==> src/hw/rtl/sli_pkg.sv <==
// ----------------------------------------------------------------------------
// sli_pkg: shared types and constants of the sorted list
// Request codes, field widths, controller states and the per-cell command.
// ----------------------------------------------------------------------------
package sli_pkg;

  localparam int unsigned DATA_W    = 8;
  localparam int unsigned OUT_CNT_W = 4;

  typedef enum logic {
    REQ_INSERT = 1'b0,
    REQ_REMOVE = 1'b1
  } req_type_e;

  typedef enum logic [1:0] {
    ST_IDLE,
    ST_REMOVE,
    ST_HOLD
  } state_e;

  typedef logic signed [DATA_W-1:0] data_t;

  // Command broadcast to every cell
  typedef struct packed {
    logic  ins_en;
    logic  rem_en;
    data_t value;
  } cell_cmd_t;

endpackage

==> src/hw/rtl/sli_if.sv <==
// ----------------------------------------------------------------------------
// sli_req_if / sli_rsp_if: request and response channels
// Valid/ready handshake; an item moves when both are high at a clock edge.
// ----------------------------------------------------------------------------
interface sli_req_if;
  logic                 valid;
  logic                 ready;
  logic                 req_type;
  logic signed [7:0]    value;

  modport source (output valid, output req_type, output value, input ready);
  modport sink   (input valid, input req_type, input value, output ready);
endinterface

interface sli_rsp_if;
  logic                 valid;
  logic                 ready;
  logic [3:0]           entry_count;
  logic signed [7:0]    smallest;
  logic signed [7:0]    largest;
  logic [3:0]           removed_count;
  logic                 dropped;

  modport source (output valid, output entry_count, output smallest, output largest,
                  output removed_count, output dropped, input ready);
  modport sink   (input valid, input entry_count, input smallest, input largest,
                  input removed_count, input dropped, output ready);
endinterface

==> src/hw/rtl/sli_cell.sv <==
// ----------------------------------------------------------------------------
// sli_cell: one entry of the sorted list
// Takes its left neighbour's or the new value on insert, its right neighbour's
// on a compaction step; passes compare and shift flags along the chain.
// ----------------------------------------------------------------------------
module sli_cell #(
  parameter int unsigned CntW  = 4,
  parameter int unsigned Index = 0
) (
  input  logic                clk_i,
  input  sli_pkg::cell_cmd_t  cmd_i,
  input  logic [CntW-1:0]     count_i,
  input  sli_pkg::data_t      left_data_i,
  input  logic                left_gt_i,
  input  sli_pkg::data_t      right_data_i,
  input  logic                shift_i,
  output sli_pkg::data_t      data_o,
  output logic                gt_o,
  output logic                shift_o
);
  import sli_pkg::*;

  localparam logic [CntW-1:0] IDX = CntW'(Index);

  data_t data_q, data_d;
  logic  valid;
  logic  take_new;

  assign valid   = IDX < count_i;
  assign gt_o    = valid && (data_q > cmd_i.value);
  assign shift_o = valid && ((data_q == cmd_i.value) || shift_i);
  assign take_new = gt_o || (IDX == count_i);

  always_comb begin
    data_d = data_q;
    if (cmd_i.ins_en && take_new) begin
      data_d = left_gt_i ? left_data_i : cmd_i.value;
    end else if (cmd_i.rem_en && shift_o) begin
      data_d = right_data_i;
    end
  end

  always_ff @(posedge clk_i) begin
    data_q <= data_d;
  end

  assign data_o = data_q;

endmodule

==> src/hw/rtl/sorted_list_insert_remove_top.sv <==
// Insert updates the cells when the request is accepted; remove deletes one
// matching entry per compaction step, one step per cycle, until none is left.
// One item at a time; the next is taken once the result is loaded.
// The compaction chain across the cells sets the remove time.
// Reset clears the entry count and control; cell contents are not reset.
// ----------------------------------------------------------------------------
// sorted_list_insert_remove_top: sorted list with insert and remove-all
// Chain of cells holding the entries in ascending order, plus controller.
// ----------------------------------------------------------------------------
module sorted_list_insert_remove_top #(
  parameter int unsigned CAPACITY = 8
) (
  input  logic       clk_i,
  input  logic       rst_ni,
  sli_req_if.sink    req_i,
  sli_rsp_if.source  rsp_o
);
  import sli_pkg::*;

  localparam int unsigned CNT_W = $clog2(CAPACITY + 1);
  localparam int unsigned IDX_W = (CAPACITY > 1) ? $clog2(CAPACITY) : 1;
  localparam logic [CNT_W-1:0] CAP = CNT_W'(CAPACITY);

  state_e            state_q, state_d;
  logic [CNT_W-1:0]  count_q, count_d;
  logic [CNT_W-1:0]  removed_q, removed_d;
  logic              drop_q, drop_d;
  data_t             value_q, value_d;
  logic              out_valid_q, out_valid_d;
  logic [OUT_CNT_W-1:0] out_count_q, out_removed_q;
  data_t             out_small_q, out_large_q;
  logic              out_drop_q;

  cell_cmd_t         cmd;
  data_t             cell_data [CAPACITY];
  logic [CAPACITY-1:0] cell_gt;
  logic [CAPACITY-1:0] cell_shift;
  logic              req_fire;
  logic              any_match;
  logic              load_out;
  logic [IDX_W-1:0]  last_idx;

  assign req_fire  = req_i.valid && req_i.ready;
  assign any_match = |cell_shift;
  assign last_idx  = IDX_W'(count_q - CNT_W'(1));

  for (genvar i = 0; i < CAPACITY; i++) begin : g_cell
    data_t left_d, right_d;
    logic  left_gt, shift_in;
    if (i == 0) begin : g_first
      assign left_d   = '0;
      assign left_gt  = 1'b0;
      assign shift_in = 1'b0;
    end else begin : g_mid
      assign left_d   = cell_data[i-1];
      assign left_gt  = cell_gt[i-1];
      assign shift_in = cell_shift[i-1];
    end
    if (i == CAPACITY - 1) begin : g_last
      assign right_d = '0;
    end else begin : g_inner
      assign right_d = cell_data[i+1];
    end
    sli_cell #(
      .CntW  (CNT_W),
      .Index (i)
    ) u_cell (
      .clk_i        (clk_i),
      .cmd_i        (cmd),
      .count_i      (count_q),
      .left_data_i  (left_d),
      .left_gt_i    (left_gt),
      .right_data_i (right_d),
      .shift_i      (shift_in),
      .data_o       (cell_data[i]),
      .gt_o         (cell_gt[i]),
      .shift_o      (cell_shift[i])
    );
  end

  // Next state
  always_comb begin
    state_d = state_q;
    case (state_q)
      ST_IDLE: begin
        if (req_fire) begin
          state_d = (req_i.req_type == REQ_REMOVE) ? ST_REMOVE : ST_HOLD;
        end
      end
      ST_REMOVE: begin
        if (!any_match) begin
          state_d = ST_HOLD;
        end
      end
      ST_HOLD: begin
        if (load_out) begin
          state_d = ST_IDLE;
        end
      end
      default: state_d = ST_IDLE;
    endcase
  end

  // Outputs and datapath control
  always_comb begin
    req_i.ready  = 1'b0;
    cmd.ins_en   = 1'b0;
    cmd.rem_en   = 1'b0;
    cmd.value    = value_q;
    load_out     = 1'b0;
    count_d      = count_q;
    removed_d    = removed_q;
    drop_d       = drop_q;
    value_d      = value_q;
    case (state_q)
      ST_IDLE: begin
        req_i.ready = 1'b1;
        cmd.value   = req_i.value;
        if (req_fire) begin
          value_d   = req_i.value;
          removed_d = '0;
          drop_d    = 1'b0;
          if (req_i.req_type == REQ_INSERT) begin
            if (count_q < CAP) begin
              cmd.ins_en = 1'b1;
              count_d    = count_q + CNT_W'(1);
            end else begin
              drop_d = 1'b1;
            end
          end
        end
      end
      ST_REMOVE: begin
        if (any_match) begin
          cmd.rem_en = 1'b1;
          count_d    = count_q - CNT_W'(1);
          removed_d  = removed_q + CNT_W'(1);
        end
      end
      ST_HOLD: begin
        load_out = !out_valid_q || rsp_o.ready;
      end
      default: ;
    endcase
  end

  always_comb begin
    out_valid_d = out_valid_q;
    if (rsp_o.ready) begin
      out_valid_d = 1'b0;
    end
    if (load_out) begin
      out_valid_d = 1'b1;
    end
  end

  always_ff @(posedge clk_i or negedge rst_ni) begin
    if (!rst_ni) begin
      state_q     <= ST_IDLE;
      count_q     <= '0;
      out_valid_q <= 1'b0;
    end else begin
      state_q     <= state_d;
      count_q     <= count_d;
      out_valid_q <= out_valid_d;
    end
  end

  always_ff @(posedge clk_i) begin
    removed_q <= removed_d;
    drop_q    <= drop_d;
    value_q   <= value_d;
    if (load_out) begin
      out_count_q   <= OUT_CNT_W'(count_q);
      out_removed_q <= OUT_CNT_W'(removed_q);
      out_drop_q    <= drop_q;
      out_small_q   <= (count_q == '0) ? data_t'(0) : cell_data[0];
      out_large_q   <= (count_q == '0) ? data_t'(0) : cell_data[last_idx];
    end
  end

  assign rsp_o.valid         = out_valid_q;
  assign rsp_o.entry_count   = out_count_q;
  assign rsp_o.smallest      = out_small_q;
  assign rsp_o.largest       = out_large_q;
  assign rsp_o.removed_count = out_removed_q;
  assign rsp_o.dropped       = out_drop_q;

endmodule
==> src/flat_wrapper.sv <==
// flat-port wrapper written by rule: the top's interface ports become plain ports
module sorted_list_insert_remove_top_flat import sli_pkg::*;
#(
  parameter int unsigned CAPACITY = 8
)
  (clk_i, rst_ni, req_i_valid, req_i_req_type, req_i_value, req_i_ready, rsp_o_valid, rsp_o_entry_count, rsp_o_smallest, rsp_o_largest, rsp_o_removed_count, rsp_o_dropped, rsp_o_ready);
  sli_req_if req_i_i ();
  sli_rsp_if rsp_o_i ();
  input  logic clk_i;
  input  logic rst_ni;
  input wire logic [$bits(req_i_i.valid)-1:0] req_i_valid;
  input wire logic [$bits(req_i_i.req_type)-1:0] req_i_req_type;
  input wire logic [$bits(req_i_i.value)-1:0] req_i_value;
  output wire logic [$bits(req_i_i.ready)-1:0] req_i_ready;
  output wire logic [$bits(rsp_o_i.valid)-1:0] rsp_o_valid;
  output wire logic [$bits(rsp_o_i.entry_count)-1:0] rsp_o_entry_count;
  output wire logic [$bits(rsp_o_i.smallest)-1:0] rsp_o_smallest;
  output wire logic [$bits(rsp_o_i.largest)-1:0] rsp_o_largest;
  output wire logic [$bits(rsp_o_i.removed_count)-1:0] rsp_o_removed_count;
  output wire logic [$bits(rsp_o_i.dropped)-1:0] rsp_o_dropped;
  input wire logic [$bits(rsp_o_i.ready)-1:0] rsp_o_ready;
  assign req_i_i.valid = req_i_valid;
  assign req_i_i.req_type = req_i_req_type;
  assign req_i_i.value = req_i_value;
  assign req_i_ready = req_i_i.ready;
  assign rsp_o_valid = rsp_o_i.valid;
  assign rsp_o_entry_count = rsp_o_i.entry_count;
  assign rsp_o_smallest = rsp_o_i.smallest;
  assign rsp_o_largest = rsp_o_i.largest;
  assign rsp_o_removed_count = rsp_o_i.removed_count;
  assign rsp_o_dropped = rsp_o_i.dropped;
  assign rsp_o_i.ready = rsp_o_ready;
  sorted_list_insert_remove_top #(.CAPACITY(CAPACITY)) u_core (.clk_i(clk_i), .rst_ni(rst_ni), .req_i(req_i_i), .rsp_o(rsp_o_i));
endmodule
==> config.mk <==
export PLATFORM = sky130hd
export DESIGN_NAME = sorted_list_insert_remove_top_flat
export DESIGN_NICKNAME = d
export VERILOG_FILES = /design/src/hw/rtl/sli_pkg.sv /design/src/hw/rtl/sli_if.sv /design/src/hw/rtl/sli_cell.sv /design/src/hw/rtl/sorted_list_insert_remove_top.sv /design/src/flat_wrapper.sv
export SDC_FILE = /design/constraint.sdc
export NUM_CORES = 1
export LEC_CHECK = 0
export ABC_AREA = 1
export BUFFER_PORTS_ARGS = -buffer_cell sky130_fd_sc_hd__buf_2
export CELL_PAD_IN_SITES_DETAIL_PLACEMENT = 1
export CELL_PAD_IN_SITES_GLOBAL_PLACEMENT = 1
export CORE_MARGIN = 2
export CORE_UTILIZATION = 33
export DETAILED_ROUTE_END_ITERATION = 10
export GPL_ROUTABILITY_DRIVEN = 0
export GPL_TIMING_DRIVEN = 0
export PLACE_DENSITY_LB_ADDON = 0.1
export SYNTH_ARGS = -nofsm -noshare
export SYNTH_HDL_FRONTEND = slang
export SYNTH_SLANG_ARGS = --single-unit
==> constraint.sdc <==
create_clock -name clk_i -period 3.5 [get_ports clk_i]
set_input_delay 0.175 -clock clk_i [delete_from_list [all_inputs] [get_ports clk_i]]
set_output_delay 0.175 -clock clk_i [all_outputs]
set_load 0.01 [all_outputs]
==> impl.org <==
** STA
- Post-route minimum period :: 3550 ps
- Of the available clock period, the critical path in the final layout requires 101%.
- Achievable clock frequency :: 282 MHz
- Setup-failing EPs final :: 29
- Unrepaired setup endpoints after global routing :: true
- Clock skew on the completed layout was measured at 11.7 ps.
- Slew at the pin closest to its max-slew limit :: 852 ps
- Headroom to the max-slew limit came out at 42.6%.
- Slew Limit Fails :: 0
- On the final layout, the worst hold slack is 104 ps.
- Worst Slack Setup Final :: -50.2 ps
- Setup TNS :: -615 ps
- Final Hold Violating Endpoints :: 0

** Logic synthesis
- The Yosys step of the flow raised 0 warnings.
- Part of the Yosys area used for sequential elements :: 43.0%
- After synthesis, the netlist uses 44 different library cells.
- Synthesis inferred 109 register bits.
- Synth Net Count :: 996
- Average footprint of a synthesized cell :: 8.24 sq um
- Post-Syn Instances :: 913
- Mapped Area :: 7530 sq um
- Counting flops with a built-in enable in the synthesized netlist gives 102.
- Of all flip-flops after synthesis, the portion carrying an async set or reset was 6.42%.
- The most used flip-flop cell after synthesis is sky130_fd_sc_hd__edfxtp_1.

** Clock tree
- Buffer cell driving the clock tree root :: sky130_fd_sc_hd__clkbuf_16
- Worst skew pair latency :: 370 ps
- Worst-path clk slew :: 90 ps
- The clock tree synthesis step divided the H-tree into 3 levels.
- Number of buffers added by the clock tree synthesis step :: 9
- The clock drives 109 sinks.
- TritonCTS built the clock tree.
- No sink is reached through more buffers than the 2 on the longest clock path.

** Floorplan
- In this run the count of I/O pins placed on the die edge is 40.
- Floorplan die area :: 24000 sq um
- Initial cell density of the core :: 33.4%
- Floorplan die height :: 155 um
- In this run the standard cell core region covers 22500 sq um.
- Die Width :: 155 um
- Standard-cell rows :: 55

** Critical path
- First element of the critical path :: u_core.state_q[1]
- At the worst endpoint, the required time is 3540 ps.
- Critical Path Start Type :: flip-flop
- Critical-path maximum fanout :: 8
- The worst setup path is of the reg2reg kind.
- Signal arrival time at the worst endpoint :: 3590 ps
- R2R Path End :: u_core.g_cell[4].u_cell.data_o[3]
- Beginning of the worst register-to-register path :: u_core.state_q[1]
- The setup check on the worst reg-to-reg path leaves a slack of -50 ps.
- Depth of the worst register-to-register path :: 21
- The worst setup path is captured at a flip-flop.

** Global routing
- Entering global routing, the biggest net connects 26 pins.
- Gr ovfl total :: 0
- Tot GR Track Use :: 25.0%
- The first global-routing pass estimated 44000 um of wire.
- Number of antenna violations at the first check in global routing :: 0
- Vias in the first global route :: 7026

** Route
- Wire segments on met3 add up to 908 um in the final route.
- Number of antenna-violating nets in the routed design :: 0
- DRC violations left :: 0
- Routed via count :: 6966
- Detail Route met2 WL :: 14300 um
- The detailed router put a total of 14400 um of wire on met1.
- In the final routed layout, each cell accounts on average for 22.7 um.
- Vias per cell :: 5.24
- Final WL :: 30200 um
- Highest signal layer in the routed design :: met4
- The pre-antenna-repair detailed-routing pass consisted of 5 iterations.
- Number of violations reported at the end of detailed-routing iteration 0 :: 415

** Power and ir drop
- Ratio of total power to cell area :: 967 nW/um^2
- The analysis attributes to cell leakage a power of 0.00426 uW.
- Worst IR drop on VDD :: 0.374 mV
- The completed layout was analyzed and its total power is 9380 uW.

** Final layout
- Antenna Cells :: 0
- For this run, the share of the core covered by cells in the final layout is 43.1%.
- At the end of the flow, the number of nets in the layout was 1123.
- Fraction of layout cells with a size suffix above 1 :: 23.1%
- Fin area :: 9690 sq um
- In the final layout, flip-flops and latches occupy 3240 sq um.
- In the final layout, the multi-input gates occupy 4190 sq um.
- Fill count :: 2637
- Area Overhead vs Synth :: 28.8%

** Placement
- Detailed placement ended at an HPWL of 20800 um.
- Port bufs :: 39
- Post-placement cell area :: 8120 sq um

** Status
- The final reports fail on setup timing.
- Run status :: complete, but fails checks

** Min path
- Along the worst hold path, the cell count comes to 3.
- Classification of the worst-slack hold path :: in2reg
- The worst hold path terminates at u_core.state_q[0].
- In this run the most critical hold path is launched from req_i_req_type.

** Flow run
- The tool flagged a number of max-cap violations equal to 0.
-- placed cells by master (no fill, tap or decap), types with 7 or more instances in the layout --
master,count
sky130_fd_sc_hd__edfxtp_1,102
sky130_fd_sc_hd__buf_2,43
sky130_fd_sc_hd__buf_4,50
sky130_fd_sc_hd__nand4_1,8
sky130_fd_sc_hd__clkbuf_1,11
sky130_fd_sc_hd__o211ai_1,7
sky130_fd_sc_hd__clkinvlp_4,8
sky130_fd_sc_hd__ha_1,60
sky130_fd_sc_hd__dlygate4sd3_1,9
sky130_fd_sc_hd__ha_4,10
sky130_fd_sc_hd__a31oi_1,8
sky130_fd_sc_hd__o21ai_0,128
sky130_fd_sc_hd__nand3_1,27
sky130_fd_sc_hd__nor2_1,38
sky130_fd_sc_hd__nand2_4,10
sky130_fd_sc_hd__o21ai_4,12
sky130_fd_sc_hd__nand2_1,221
sky130_fd_sc_hd__nor2_4,7
sky130_fd_sc_hd__dfrtp_1,7
sky130_fd_sc_hd__inv_2,7
sky130_fd_sc_hd__nor3_1,8
sky130_fd_sc_hd__buf_6,14
sky130_fd_sc_hd__a21oi_1,37
sky130_fd_sc_hd__clkbuf_16,9
sky130_fd_sc_hd__buf_12,8
sky130_fd_sc_hd__nand2_2,22
sky130_fd_sc_hd__inv_1,106
-- synth_stat cells (3+ instances only) --
master,count,area [sq um]
sky130_fd_sc_hd__nand2_2,14,87.6
sky130_fd_sc_hd__nand4_1,8,50.1
sky130_fd_sc_hd__nor2_1,48,180
sky130_fd_sc_hd__o21ai_1,8,40.0
sky130_fd_sc_hd__inv_2,5,18.8
sky130_fd_sc_hd__a21oi_4,3,48.8
sky130_fd_sc_hd__nor3_1,8,40.0
sky130_fd_sc_hd__dfrtp_1,7,175
sky130_fd_sc_hd__xor2_1,4,35.0
sky130_fd_sc_hd__nand3_1,31,155
sky130_fd_sc_hd__a221oi_1,6,52.6
sky130_fd_sc_hd__edfxtp_1,102,3060
sky130_fd_sc_hd__a21oi_2,3,26.3
sky130_fd_sc_hd__inv_1,115,432
sky130_fd_sc_hd__o21ai_0,134,671
sky130_fd_sc_hd__o21bai_1,8,60.1
sky130_fd_sc_hd__buf_2,5,25.0
sky130_fd_sc_hd__clkbuf_1,14,52.6
sky130_fd_sc_hd__ha_1,70,876
sky130_fd_sc_hd__nand2_1,238,893
sky130_fd_sc_hd__buf_1,3,11.3
sky130_fd_sc_hd__o211ai_1,7,52.6
sky130_fd_sc_hd__a21oi_1,38,190
sky130_fd_sc_hd__a31oi_1,8,50.1
-- final cells by class --
class,count,share of cell area [%]
flip-flops and latches,109,33.4
well taps,285,3.68
multi-input cells,657,43.2
repair buffers,117,9.89
inverters,122,5.00
clock inverters,7,0.929
plain buffers,24,1.55
clock buffers,9,2.32
-- metrics by stage --
stage | cells | setup slack [ps]
after global routing | 1330 | -229
after global placement | 1237 | -2330
after floorplan | 913 | -131
after detailed placement | 1240 | -2220
after CTS | 1318 | -47.6
final | 1330 | -50.2
-- flip-flops by register name, summed over array words and instances, names as in the netlist --
signal / count
u_core.drop_q: 1
u_core.rsp_o.valid: 1
u_core.rsp_o.dropped: 1
u_core.rsp_o.entry_count: 4
u_core.g_cell.u_cell.data_o: 64
u_core.count_q: 4
u_core.removed_q: 4
u_core.rsp_o.largest: 8
u_core.value_q: 8
u_core.rsp_o.smallest: 8
u_core.state_q: 2
u_core.rsp_o.removed_count: 4
-- repair_timing --
item	CTS	global route
hold endpoints to repair	15	0
setup endpoints to repair	138	128
resized for setup	74	66
pin swaps	24	32
cloned	1	0
setup buffers	53	14
hold buffers	9	0
-- worst max-delay path, cell delays in order, from the launching register on --
cell and delay, ps:
sky130_fd_sc_hd__dfrtp_1 400, sky130_fd_sc_hd__nor2_4 70, sky130_fd_sc_hd__buf_6 130, sky130_fd_sc_hd__buf_12 120
sky130_fd_sc_hd__o21ai_4 170, sky130_fd_sc_hd__clkinvlp_4 130, sky130_fd_sc_hd__buf_6 150, sky130_fd_sc_hd__buf_8 150
sky130_fd_sc_hd__ha_4 270, sky130_fd_sc_hd__nand2_1 60, sky130_fd_sc_hd__inv_2 60, sky130_fd_sc_hd__nand4_1 250
sky130_fd_sc_hd__nand4_1 220, sky130_fd_sc_hd__nand2_2 110, sky130_fd_sc_hd__nand2_2 90, sky130_fd_sc_hd__nand2_4 90
sky130_fd_sc_hd__nand3_2 90, sky130_fd_sc_hd__nand2_2 70, sky130_fd_sc_hd__inv_2 80, sky130_fd_sc_hd__nor2_4 40
sky130_fd_sc_hd__buf_12 140, sky130_fd_sc_hd__o21ai_4 300
-- worst max path at each step --
| stage | endpoint | cells past startpoint | slack, ps |
|---|---|---|---|
| after floorplan | u_core.g_cell[2].u_cell.data_o[0] | 21 | -130 |
| after global placement | u_core.g_cell[2].u_cell.data_o[5] | 20 | -2330 |
| after detailed placement | u_core.g_cell[2].u_cell.data_o[4] | 20 | -2220 |
| after CTS | u_core.g_cell[1].u_cell.data_o[4] | 21 | -50 |
| after global routing | u_core.g_cell[4].u_cell.data_o[3] | 21 | -230 |
| final | u_core.g_cell[4].u_cell.data_o[3] | 21 | -50 |
-- cells by family (layout without fill, tap and decap cells) --
family	after synthesis	after routing	share of synthesized area, %
and+or+nand+nor	357	357	20.0
AOI/OAI and AO/OA	224	224	17.0
buffers and inverters	147	279	7.63
DFF	109	109	43.0
adders and majority gates	70	70	11.6
xor gates and xnor gates	6	6	0.698
-- metal layers --
layer,vias up,global-route usage [%]
met2,124,40.8
met1,3455,34.8
li1,3353,-
met3,34,3.15
met4,0,7.63
met5,-,0
-- where the power goes --
group	leakage (uW)	switching [uW]	total (uW)	internal [uW]
registers	0.00103	187	2050	1860
logic	0.00308	4020	6180	2170
clock network	0.000153	566	1140	575
total	0.00426	4770	9380	4610
No activity file was read; power rests on OpenSTA's default activity.
